## src/rtl/h264sft_pkg.sv

```systemverilog
package h264sft_pkg;

    // Longest Exp-Golomb prefix honored before the prefix is forced to end
    localparam int MaxPrefixZeros = 32;
    // Width of the running I-slice counter
    localparam int CountWidth = 32;
    // Width of zero run and suffix counters
    localparam int RunWidth = $clog2(MaxPrefixZeros + 1);

    // NAL unit types of interest
    localparam logic [4:0] NAL_SLICE_NON_IDR = 5'd1;
    localparam logic [4:0] NAL_TYPE_IDR      = 5'd5;
    localparam logic [4:0] NAL_SEI           = 5'd6;
    localparam logic [4:0] NAL_SPS           = 5'd7;
    localparam logic [4:0] NAL_PPS           = 5'd8;

    // Frame class codes
    localparam logic [2:0] CLS_UNKNOWN = 3'd0;
    localparam logic [2:0] CLS_I       = 3'd1;
    localparam logic [2:0] CLS_P       = 3'd2;
    localparam logic [2:0] CLS_B       = 3'd3;
    localparam logic [2:0] CLS_SEI     = 3'd4;
    localparam logic [2:0] CLS_SPS     = 3'd5;
    localparam logic [2:0] CLS_PPS     = 3'd6;

    // Slice type values of true I slices (SI slices are not counted)
    localparam logic [3:0] SLICE_TYPE_I     = 4'd2;
    localparam logic [3:0] SLICE_TYPE_I_ALL = 4'd7;

    // Slice accumulator saturation point (leading one plus suffix)
    localparam logic [4:0] ACCUM_SAT = 5'd16;

    typedef enum logic [2:0] {
        PH_IDLE,
        PH_SKIP_PREFIX,
        PH_SKIP_SUFFIX,
        PH_TYPE_PREFIX,
        PH_TYPE_SUFFIX
    } t_phase;

    typedef struct packed {
        t_phase              phase;
        logic [RunWidth-1:0] zero_run;
        logic [RunWidth-1:0] suffix_left;
        logic [4:0]          accum;
    } t_parse_state;

    typedef struct packed {
        logic [7:0] data_byte;
        logic       first_byte;
        logic       last_byte;
    } t_in_item;

    typedef struct packed {
        logic [2:0]  frame_class;
        logic [3:0]  slice_type_value;
        logic [31:0] intra_count;
    } t_out_item;

    // Map slice_type 0..9 to a frame class; above nine is unknown
    function automatic logic [2:0] class_of_type(input logic [3:0] val);
        logic [2:0] cls;
        case (val)
            4'd0, 4'd3, 4'd5, 4'd8: cls = CLS_P;
            4'd1, 4'd6:             cls = CLS_B;
            4'd2, 4'd4, 4'd7, 4'd9: cls = CLS_I;
            default:                cls = CLS_UNKNOWN;
        endcase
        return cls;
    endfunction

endpackage

```

## src/rtl/h264_slice_frame_type_parser_core.sv

```systemverilog
// H.264 slice frame type parser.
//
// Input channel (i_valid / o_stall, payload i_data): one byte of a NAL unit
// per transaction, start code removed, first_byte set on the header byte and
// last_byte set on the final byte. Output channel (o_valid / i_stall, payload
// o_data): at most one result per unit, carrying the frame class, the decoded
// slice_type (saturated at 15) and the running I-slice count.
//
// Throughput: one byte per cycle while o_stall is low. The eight bit steps of the
// Exp-Golomb walker are evaluated between the parser state register and the
// result register, so each accepted byte updates the state register directly.
// A completing byte (header byte, slice type end or truncating last byte)
// registers its result into the output register, or into the skid register on a stall.
//
// When the receiver stalls, the result register holds and one more result
// may land in a skid register; o_stall is that skid register's full flag, so
// no result is lost and the input side never waits on i_stall directly.
//
// Reset (i_rst_n low, synchronous) returns the parser to idle, clears the
// I-slice counter and empties both output registers.
module h264_slice_frame_type_parser_core (
    input  logic                   i_clk,
    input  logic                   i_rst_n,
    input  logic                   i_valid,
    output logic                   o_stall,
    input  h264sft_pkg::t_in_item  i_data,
    output logic                   o_valid,
    input  logic                   i_stall,
    output h264sft_pkg::t_out_item o_data
);

    localparam int RW = h264sft_pkg::RunWidth;

    // Advance the parser by one payload bit; set done when slice_type ends
    function automatic h264sft_pkg::t_parse_state step_bit(
        input  h264sft_pkg::t_parse_state st,
        input  logic                      b,
        output logic                      done
    );
        h264sft_pkg::t_parse_state ns;
        logic                      prefix_end;
        logic [5:0]                acc_wide;
        ns         = st;
        done       = 1'b0;
        prefix_end = b || (st.zero_run >= RW'(h264sft_pkg::MaxPrefixZeros));
        acc_wide   = {st.accum, b};
        case (st.phase)
            h264sft_pkg::PH_SKIP_PREFIX: begin
                if (prefix_end) begin
                    ns.suffix_left = st.zero_run;
                    ns.zero_run    = '0;
                    ns.phase       = (st.zero_run != '0) ? h264sft_pkg::PH_SKIP_SUFFIX
                                                         : h264sft_pkg::PH_TYPE_PREFIX;
                end else begin
                    ns.zero_run = st.zero_run + RW'(1);
                end
            end
            h264sft_pkg::PH_SKIP_SUFFIX: begin
                ns.suffix_left = st.suffix_left - RW'(1);
                if (ns.suffix_left == '0) begin
                    ns.phase = h264sft_pkg::PH_TYPE_PREFIX;
                end
            end
            h264sft_pkg::PH_TYPE_PREFIX: begin
                if (prefix_end) begin
                    ns.suffix_left = st.zero_run;
                    ns.zero_run    = '0;
                    ns.accum       = 5'd1;
                    if (st.zero_run == '0) begin
                        done     = 1'b1;
                        ns.phase = h264sft_pkg::PH_IDLE;
                    end else begin
                        ns.phase = h264sft_pkg::PH_TYPE_SUFFIX;
                    end
                end else begin
                    ns.zero_run = st.zero_run + RW'(1);
                end
            end
            h264sft_pkg::PH_TYPE_SUFFIX: begin
                ns.accum = (acc_wide > {1'b0, h264sft_pkg::ACCUM_SAT})
                         ? h264sft_pkg::ACCUM_SAT : acc_wide[4:0];
                ns.suffix_left = st.suffix_left - RW'(1);
                if (ns.suffix_left == '0) begin
                    done     = 1'b1;
                    ns.phase = h264sft_pkg::PH_IDLE;
                end
            end
            default: begin
                ns = st;
            end
        endcase
        return ns;
    endfunction

    h264sft_pkg::t_parse_state           r_st, n_st;
    logic [h264sft_pkg::CountWidth-1:0]  r_count, n_count;
    h264sft_pkg::t_out_item              r_out, r_skid, n_res;
    logic                                r_out_valid, r_skid_valid;
    logic                                n_emit;

    h264sft_pkg::t_parse_state           bit_st [0:8];
    logic [7:0]                          bit_done;
    logic                                accept;
    logic                                out_ready;
    logic                                any_done;
    logic [3:0]                          type_val;
    logic [2:0]                          type_cls;
    logic [4:0]                          unit_type;

    assign accept    = i_valid && !r_skid_valid;
    assign out_ready = !r_out_valid || !i_stall;
    assign o_stall   = r_skid_valid;
    assign o_valid   = r_out_valid;
    assign o_data    = r_out;
    assign unit_type = i_data.data_byte[4:0];

    // Walk the payload byte MSB first; bits after completion fall through idle
    always_comb begin
        bit_st[0] = r_st;
        for (int k = 0; k < 8; k++) begin
            bit_st[k+1] = step_bit(bit_st[k], i_data.data_byte[7-k], bit_done[k]);
        end
    end

    assign any_done = |bit_done;
    assign type_val = 4'(bit_st[8].accum - 5'd1);
    assign type_cls = h264sft_pkg::class_of_type(type_val);

    always_comb begin
        n_st    = r_st;
        n_count = r_count;
        n_emit  = 1'b0;
        n_res.frame_class      = h264sft_pkg::CLS_UNKNOWN;
        n_res.slice_type_value = 4'd0;
        if (i_data.first_byte) begin
            // Header byte: restart the unit, classify non-slices and header-only slices at once
            n_st.phase       = h264sft_pkg::PH_IDLE;
            n_st.zero_run    = '0;
            n_st.suffix_left = '0;
            n_st.accum       = '0;
            case (unit_type)
                h264sft_pkg::NAL_SLICE_NON_IDR, h264sft_pkg::NAL_TYPE_IDR: begin
                    if (i_data.last_byte) begin
                        n_emit = 1'b1;
                    end else begin
                        n_st.phase = h264sft_pkg::PH_SKIP_PREFIX;
                    end
                end
                h264sft_pkg::NAL_SEI: begin
                    n_emit = 1'b1;
                    n_res.frame_class = h264sft_pkg::CLS_SEI;
                end
                h264sft_pkg::NAL_SPS: begin
                    n_emit = 1'b1;
                    n_res.frame_class = h264sft_pkg::CLS_SPS;
                end
                h264sft_pkg::NAL_PPS: begin
                    n_emit = 1'b1;
                    n_res.frame_class = h264sft_pkg::CLS_PPS;
                end
                default: begin
                    n_emit = 1'b1;
                end
            endcase
        end else if (r_st.phase != h264sft_pkg::PH_IDLE) begin
            n_st = bit_st[8];
            if (any_done) begin
                n_emit = 1'b1;
                n_res.frame_class      = type_cls;
                n_res.slice_type_value = type_val;
                // Count true I slices only; SI slices class as I but do not count
                if (type_val == h264sft_pkg::SLICE_TYPE_I ||
                    type_val == h264sft_pkg::SLICE_TYPE_I_ALL) begin
                    n_count = r_count + h264sft_pkg::CountWidth'(1);
                end
            end else if (i_data.last_byte) begin
                // Truncated slice: end the unit with an unknown result
                n_emit     = 1'b1;
                n_st.phase = h264sft_pkg::PH_IDLE;
            end
        end
        n_res.intra_count = 32'(n_count);
    end

    always_ff @(posedge i_clk) begin
        if (!i_rst_n) begin
            r_st.phase       <= h264sft_pkg::PH_IDLE;
            r_st.zero_run    <= '0;
            r_st.suffix_left <= '0;
            r_st.accum       <= '0;
            r_count          <= '0;
            r_out_valid      <= 1'b0;
            r_skid_valid     <= 1'b0;
        end else begin
            if (accept) begin
                r_st    <= n_st;
                r_count <= n_count;
            end
            if (out_ready) begin
                // Drain the skid first; it always holds the older result
                if (r_skid_valid) begin
                    r_out        <= r_skid;
                    r_out_valid  <= 1'b1;
                    r_skid_valid <= 1'b0;
                end else if (accept && n_emit) begin
                    r_out       <= n_res;
                    r_out_valid <= 1'b1;
                end else begin
                    r_out_valid <= 1'b0;
                end
            end else if (accept && n_emit) begin
                r_skid       <= n_res;
                r_skid_valid <= 1'b1;
            end
        end
    end

    // The skid register only fills behind a held result
    a_skid_behind_out: assert property (@(posedge i_clk) disable iff (!i_rst_n)
        r_skid_valid |-> r_out_valid)
        else $error("skid register full while output register empty");

    // The I-slice counter moves only on an accepted I-slice result
    a_count_only_on_i: assert property (@(posedge i_clk) disable iff (!i_rst_n)
        !(accept && n_emit && n_res.frame_class == h264sft_pkg::CLS_I) |=> $stable(r_count))
        else $error("I-slice counter changed without an I slice");

    // An I class result carries slice type 2, 4, 7 or 9
    a_i_class_type: assert property (@(posedge i_clk) disable iff (!i_rst_n)
        (o_valid && o_data.frame_class == h264sft_pkg::CLS_I) |->
        (o_data.slice_type_value == 4'd2 || o_data.slice_type_value == 4'd4 ||
         o_data.slice_type_value == 4'd7 || o_data.slice_type_value == 4'd9))
        else $error("I class with a non-intra slice type");

    // Parameter-set and SEI results carry no slice type
    a_non_slice_zero: assert property (@(posedge i_clk) disable iff (!i_rst_n)
        (o_valid && (o_data.frame_class == h264sft_pkg::CLS_SEI ||
                     o_data.frame_class == h264sft_pkg::CLS_SPS ||
                     o_data.frame_class == h264sft_pkg::CLS_PPS)) |->
        (o_data.slice_type_value == 4'd0))
        else $error("non-slice result with nonzero slice type");

endmodule

```

## config.mk

```make
export PLATFORM = sky130hd
export DESIGN_NAME = h264_slice_frame_type_parser_core
export DESIGN_NICKNAME = d
export VERILOG_FILES = /design/src/rtl/h264sft_pkg.sv /design/src/rtl/h264_slice_frame_type_parser_core.sv
export SDC_FILE = /design/constraint.sdc
export NUM_CORES = 1
export LEC_CHECK = 0
export ABC_AREA = 1
export BUFFER_PORTS_ARGS = -buffer_cell sky130_fd_sc_hd__buf_2
export CAP_MARGIN = 20
export CORE_MARGIN = 5
export CORE_UTILIZATION = 50
export CTS_CLUSTER_DIAMETER = 100
export DETAILED_ROUTE_END_ITERATION = 16
export GPL_TIMING_DRIVEN = 0
export HOLD_SLACK_MARGIN = 0.06
export PLACE_DENSITY = 0.67
export SLEW_MARGIN = 20
export SYNTH_ARGS = -nofsm -noshare
export SYNTH_HDL_FRONTEND = slang
export SYNTH_SLANG_ARGS = --single-unit
```

## constraint.sdc

```tcl
create_clock -name i_clk -period 14.3 [get_ports i_clk]
set_clock_uncertainty 0.15 [all_clocks]
set_input_delay 2.86 -clock i_clk [delete_from_list [all_inputs] [get_ports i_clk]]
set_output_delay 2.86 -clock i_clk [all_outputs]
set_load 0.02 [all_outputs]
```

# [After elaboration in Yosys (flattened, before gate mapping)]
# Memory sizes are Yosys's and may differ from the RTL's.
# Cells that the tools add are included.
[op_classes] addsub=18 multipliers=0 n_div=0 magnitude_cmp=16 n_eq_ne=39 shift=0 n_mux=168 bitwise_logic=2 reduce_logical=64
[ops] op="two-way mux 6 bit" n=24
[ops] op="case mux 6 bit (3 select lines)" n=8
[ops] op="two-way mux 3 bit" n=43
[ops] op="two-way mux 32 bit" n=4
[ops] op="logical NOT 6 bit" n=16
[ops] op="case mux 3 bit (4 select lines)" n=8
[ops] op="two-way mux 11 bit" n=8
[ops] op="case mux 5 bit (2 select lines)" n=8
[ops] op="two-way mux 39 bit" n=2
[ops] op="adder 6 x 1 -> 6 bit (second input constant)" n=8
[ops] op="== test 3 x 2 -> 1 bit (second input constant)" n=16
[ops] op="greater-or-equal comparator 6 bit (second input constant)" n=8
[ops] op="> comparator 6 x 5 -> 1 bit (second input constant)" n=8
[ops] op="nonzero test 6 bit" n=8
[ops] op="subtractor 6 x 1 -> 6 bit (second input constant)" n=8
[ops] op="two-way mux 1 bit" n=41
[ops] op="two-way mux 20 bit" n=2
[ops] op="two-way mux 5 bit" n=8
[ops] op="OR reduction 2 bit" n=18
[ops] op="adder 32 x 1 -> 32 bit (second input constant)" n=1
[ops] op="== test 3 x 1 -> 1 bit (second input constant)" n=8
[ops] op="== test 3 bit (second input constant)" n=8
[ops] op="case mux 1 bit (2 select lines)" n=8
[ops] op="== test 5 x 3 -> 1 bit (second input constant)" n=3
[ops] op="17 further kinds" n=33
[totals] ff_bits=132 latch_bits=0 ram_bits=0 romBits=32 in_bits=14 out_inout_bits=41 word_cells=321 memories=1
[mem_list] name="(no name shown)" depth=16 word_bits=2 rd=1 rd_clocked_by_memory_dff=0 write_ports=0 line_no="h264sft_pkg.sv:63" text="case (val)"

# [Longest topological paths before layout]
[logic_depth] depth_word=41 depth_mapped=72 mapped_depth_nobuf=72

# [Worst setup path before layout]
# No wires, ideal clock.
[synth_timing] path_type="input -> register" startpoint="in i_data[9] (netlist bit)" endpoint="reg r_out (netlist bit o_data[0]) (enable)" setup_time_ps=435 arrival_time_ps=10498 required_ps=13715 path_slack_ps=3217 stages=57 path_buffers=1 cell_sequence="nor2_4 -> nor2_2 -> inv_1 -> o21ai_1 -> inv_1 -> nand2_2 -> inv_1 -> ha_1 -> nand3_1 -> nand2_1 -> nor2_1 -> nand3_1 -> nor2_4 -> nand2_2 -> a21oi_4 -> nand3_1 -> nor2_4 -> nor2_8 -> [21 not listed] -> nand2_2 -> inv_2 -> buf_8 -> nand2_4 -> nand2_1 -> o21ai_1 -> nor2_4 -> ha_1 -> nand4_1 -> o21ai_0 -> nand2_1 -> nor2_2 -> nand3_2 -> nand2_4 -> o31ai_1 -> nand2_1 -> nand2_1 -> nor2_1"
[synth_via] elab_chain_len=38 elab_cells_between_ends=203 classes_between="add/sub: 13; order compare: 7; eq/ne: 26; mux: 113; reduce/logical: 44"
[synth_rtl] element="start, declared" line_no="h264_slice_frame_type_parser_core.sv:26" text="input h264sft_pkg::t_in_item i_data,"
[synth_rtl] element="logical OR 1 bit *" line_no="h264_slice_frame_type_parser_core.sv:45" text="prefix_end = b || (st.zero_run >= RW'(h264sft_pkg::MaxPrefixZeros));"
[synth_rtl] element="parallel branches: the longest is 30 deep, another holds subtractor 6 x 1 -> 6 bit"
[synth_rtl] element="OR reduction 8 bit *" line_no="h264_slice_frame_type_parser_core.sv:125" text="assign any_done = |bit_done;"
[synth_rtl] element="two-way mux 1 bit *" line_no="h264_slice_frame_type_parser_core.sv:167" text="if (any_done) begin"
[synth_rtl] element="two-way mux 1 bit *" line_no="h264_slice_frame_type_parser_core.sv:165" text="end else if (r_st.phase != h264sft_pkg::PH_IDLE) begin"
[synth_rtl] element="two-way mux 1 bit *" line_no="h264_slice_frame_type_parser_core.sv:135" text="if (i_data.first_byte) begin"
[synth_rtl] element="logical AND 1 bit *" line_no="h264_slice_frame_type_parser_core.sv:205" text="end else if (accept && n_emit) begin"
[synth_rtl] element="nonzero test 2 bit (no source line) *"
[synth_rtl] element="AND reduction 3 bit (no source line) *"
[synth_rtl] element="end signal, assigned" line_no="h264_slice_frame_type_parser_core.sv:202" text="r_out <= r_skid;"
[synth_rtl] element="end signal, assigned" line_no="h264_slice_frame_type_parser_core.sv:206" text="r_out <= n_res;"
[synth_rtl] element="end, declared" line_no="h264_slice_frame_type_parser_core.sv:97" text="h264sft_pkg::t_out_item r_out, r_skid, n_res;"
# Mark *: on every way between the ends.
# A chain may end at the register's enable or synchronous reset.

# [Worst setup path in the final report]
[layout_timing] startpoint="in i_data[9] (netlist bit)" endpoint="reg r_out (netlist bit o_data[28]) (data pin)"
[layout_via] elab_chain_len=40 elab_cells_between_ends=232 classes_between="add/sub: 14; order compare: 15; eq/ne: 28; mux: 133; reduce/logical: 42"
[layout_rtl] element="parallel branches: the longest is 35 deep, another holds > comparator 6 x 5 -> 1 bit"
[layout_rtl] element="two-way mux 32 bit *" line_no="h264_slice_frame_type_parser_core.sv:167"
[layout_rtl] element="two-way mux 32 bit *" line_no="h264_slice_frame_type_parser_core.sv:165"
[layout_rtl] element="two-way mux 32 bit *" line_no="h264_slice_frame_type_parser_core.sv:135"
[layout_rtl] element="net n_count, one bit" line_no="h264_slice_frame_type_parser_core.sv:96" text="logic [h264sft_pkg::CountWidth-1:0] r_count, n_count;"
[layout_rtl] element="two-way mux 39 bit *" line_no="h264_slice_frame_type_parser_core.sv:205"
[layout_rtl] element="two-way mux 39 bit *" line_no="h264_slice_frame_type_parser_core.sv:201" text="if (r_skid_valid) begin"
# Mark *: on every way through the listed nets, which the timed path passes. The select of a mux whose other input is x is not followed.

==> results.md <==
- Pin placement for this block handled 55 I/O pins.
- The number of buffers created by CTS is 17.
- The most frequent cell on the critical path is sky130_fd_sc_hd__nand2_1.
- After detailed routing, the average wire length per cell comes to 15.5 um.
- At the pin with the least slew margin, the transition time is 0.928 ns.
- The clock slew seen by the registers of the worst setup and hold paths is around 0.060 ns.
- After floorplanning, the core was sized to cover about 26000 um^2.
- Summed over all layers, the global routing overflow is 0.
- Of the synthesized area, sequential elements account for 0.264.
- The number of enable-type register cells in the synthesized netlist is 78.
- In this run the number of H-tree levels came out at 4.
- Data arrives at the worst endpoint at 11.19 ns.
- For this design, the slowest cell found on the critical path is sky130_fd_sc_hd__a21oi_4.
- The total wirelength of the detailed-routed design is 37700 um.
- The post-synth net total is 2063.
- For this run, asynchronously set or reset flops after synthesis account for 0.
- The total DRC errors in the routed layout is 0.
- The final hold violation count came to 0.
- The initial antenna violation count came to 0.
- The worst hold path belongs to the class reg2reg.
- After synthesis the netlist holds a flip-flop and latch count of about 130.
- The floorplan die area is 29300 um^2.
- The chip width is 171 um.
- Counting I/O delays and the setup requirement, the final critical path takes 11.16 ns.
- In the synthesized netlist, the cells that appear most often are 601 x sky130_fd_sc_hd__nand2_1, 260 x sky130_fd_sc_hd__inv_1, 207 x sky130_fd_sc_hd__nand3_1.
- The clock tree from TritonCTS is done.
- For this run, the number of Yosys warnings is 0.
- The detailed router finished its first iteration with 1060 violations.
- By area the synthesized netlist is led by sky130_fd_sc_hd__edfxtp_1 18%, sky130_fd_sc_hd__nand2_1 17%, sky130_fd_sc_hd__dfxtp_1 8.3%.
- For this design the static power due to leakage is ~7 nW.
- The mean instance size in the synthesized netlist is 6.45 um^2.
- The number of slew-limit violations in the final report came to 0.
- The flow ran to the end, and the final reports show no timing, DRC or antenna violations.
- The critical setup path kind is in2reg.
- The met1 track demand over resource is 0.324.
- The initial utilization of the core area, before any placement, comes to 0.503.
- Hold repair after CTS inserted 0 buffers.
- Input and output buffers added on the ports amount to 53.
- The instance count of the mapped netlist is 2010.
- Entering global routing, the biggest net connects 29 pins.
- The floorplan die height is 171 um.
- The number of gates resized after CTS is 0.
- The number of antenna repair diodes is 0.
- The area of the mapped netlist is 13000 um^2.
- The area of all placed cells without fillers is 14300 um^2.
- The areal power density over the cells is 266 nW/um^2.
- Along the worst path, the maximum fanout reaches 10.
- The clock net in this run drives a total of 132 sinks.
- Summing over every cut layer, the via total after detailed routing is 13400.
- The first-pass detailed-route iteration total is 5.
- The final count of negative-setup-slack endpoints is 0.
- The launch instance of the worst min-delay path is o_valid$_SDFFE_PN0P_.
- The total number of placement rows is between 50 and 60.
- In the post-synthesis netlist, the cell with the most instances is sky130_fd_sc_hd__nand2_1.
- In the routed layout, each cell is associated on average with a via count of 5.49.
- The number of global-route vias before repair is 12300.
- Clock latency on the worst-skew pair, taken at its later pin, is roughly 0.43 ns.
- The startpoint kind of the worst setup timing path is an input port.
- The share of synthesized area in the top cell type comes to 0.181.
- The commonest register cell after synthesis is sky130_fd_sc_hd__edfxtp_1.
- The most area-hungry cell type in the Yosys netlist is sky130_fd_sc_hd__edfxtp_1.
- Relative to the synthesized area, the layout overhead comes to 10.2%.
- For this run, the total global-route usage over all layers was measured as 0.255.
- On the worst path, the slowest cell contributes a delay of 0.31 ns.
- The tool flagged a number of max-cap violations equal to 0.
- The maximum VDD drop is about 0.19 mV.
- The global-route track usage on met2 is 0.452.
- After filler insertion, the fill cell instance count of the layout stands at 2555.
- The kind of end point of the critical path is a register.
- The longest clock path from root to sink contains 2 buffers.
- The ratio of final minimum period to clock period is 0.780.
- Setup repair after global routing left no endpoint under its margin.
- The total negative slack for setup checks is 0 ns.
- The remaining antenna violation count after routing is 0.
- The instance area after placement is between 10000 and 15000 um^2.
- The number of distinct library cell variants in the gate-level netlist after synthesis is 61.
- The root buffer selected by CTS is sky130_fd_sc_hd__clkbuf_16.
- The maximum clock frequency is between 0.08 and 0.09 GHz.
- The launch point of the worst path is i_data[9].
- The fraction of layout cells with a size suffix above 1 is 0.153.
- The final estimated routing congestion in global placement is between 0.9 and 1.
- The net count of the finished layout is 2137.
- The layer with the highest usage after global routing is met2.
- The wire length of the first global-routing pass is about 61000 um.
- The max-slew headroom at the worst pin is 0.377.
- The worst-case hold slack is 0.318 ns.
- The launch instance of the worst register-to-register path is bit_st[179]$_SDFFE_PN0P_.
- The data required time at the worst endpoint is 14.34 ns.
- The global-route track usage on met3 is 0.0328.
- The detailed placement HPWL is 30300 um.
- The post-CTS repair timing setup buffer count is 0.
## cell families after synthesis
family,after synthesis,synth area share
AND/OR/NAND/NOR,1218,0.455
adder cells (fa/ha/maj),39,0.0376
AO/OA/AOI/OAI,252,0.118
flip-flops,132,0.264
buffers and inverters,357,0.117
XOR/XNOR,12,0.00810
## worst max-delay path: cells and delay by family
kind	cells	cell delay, ns
simple gates	40	4.65
buf+inv	11	1.50
compound gates	6	1.31
fa+ha+maj	4	0.81
## state kept, by name, summed over array words and instances (netlist names)
signal / cells
r_skid: 39
o_stall: 1
r_count: 32
bit_st: 20
o_valid: 1
o_data: 39
## final timing paths
path	end	slack [ns]	depth (start not counted)
setup / recovery	o_data[28]$_DFFE_PP_	3.14	61
hold / removal	o_stall$_SDFFE_PP0P_	0.32	2
setup reg to reg	o_data[28]$_DFFE_PP_	5.21	61
hold reg to reg	o_stall$_SDFFE_PP0P_	0.32	2
## per-layer routing
metal / part of all wire / wire length (um)
met5: 0 / 0
met4: 0.024 / 901
met3: 0.059 / 2240
met2: 0.48 / 18200
met1: 0.43 / 16300
## placed cells by master (no fill, tap or decap), types with 6 or more instances in the layout
cell,instances
sky130_fd_sc_hd__clkbuf_1,20
sky130_fd_sc_hd__nor4_1,6
sky130_fd_sc_hd__buf_4,12
sky130_fd_sc_hd__nand2_1,601
sky130_fd_sc_hd__ha_1,39
sky130_fd_sc_hd__nor2_4,17
sky130_fd_sc_hd__a21oi_1,56
sky130_fd_sc_hd__a31oi_1,17
sky130_fd_sc_hd__xor2_1,9
sky130_fd_sc_hd__nor3_1,36
sky130_fd_sc_hd__nand2_4,18
sky130_fd_sc_hd__clkbuf_16,17
sky130_fd_sc_hd__nor2_2,13
sky130_fd_sc_hd__o21ai_2,7
sky130_fd_sc_hd__inv_1,260
sky130_fd_sc_hd__dfxtp_1,54
sky130_fd_sc_hd__nand3_1,207
sky130_fd_sc_hd__o21ai_1,26
sky130_fd_sc_hd__o21ai_0,76
sky130_fd_sc_hd__nand3b_1,7
sky130_fd_sc_hd__nand3_4,6
sky130_fd_sc_hd__nand2_2,49
sky130_fd_sc_hd__buf_6,7
sky130_fd_sc_hd__nand4_1,64
sky130_fd_sc_hd__nor2_1,144
sky130_fd_sc_hd__inv_2,40
sky130_fd_sc_hd__buf_2,58
sky130_fd_sc_hd__nand3_2,34
sky130_fd_sc_hd__o211ai_1,30
sky130_fd_sc_hd__edfxtp_1,78
sky130_fd_sc_hd__o21bai_1,14
## cell type report
type | instances | area [um^2] | area share
multi-input cells | 1521 | 8040 | 0.562
flip-flops and latches | 132 | 3420 | 0.239
inverters | 307 | 1160 | 0.0810
clock buffers | 19 | 433 | 0.0303
well taps | 335 | 419 | 0.0293
plain buffers | 50 | 363 | 0.0254
repair buffers | 55 | 313 | 0.0219
clock inverters | 13 | 148 | 0.0103
## report_power, final
part | switching (W) | leakage, nW | internal, W
clock | 0.000175 | 0.283 | 0.000259
combinational | 0.00203 | 5.62 | 0.000900
sequential | 0.0000169 | 1.16 | 0.000426
## per-stage QoR
step	std cells	setup WS, ns	power [W]	utilization
after floorplan	2010	3.22	0.00273	-
after global placement	2398	1.05	0.00329	0.530
after detailed placement	2400	2.81	0.00335	0.532
after CTS	2432	3.23	0.00379	0.555
after global routing	2432	2.28	0.00420	0.555
final	2432	3.14	0.00380	0.555
Note: power is estimated with default switching activity, not from simulation.
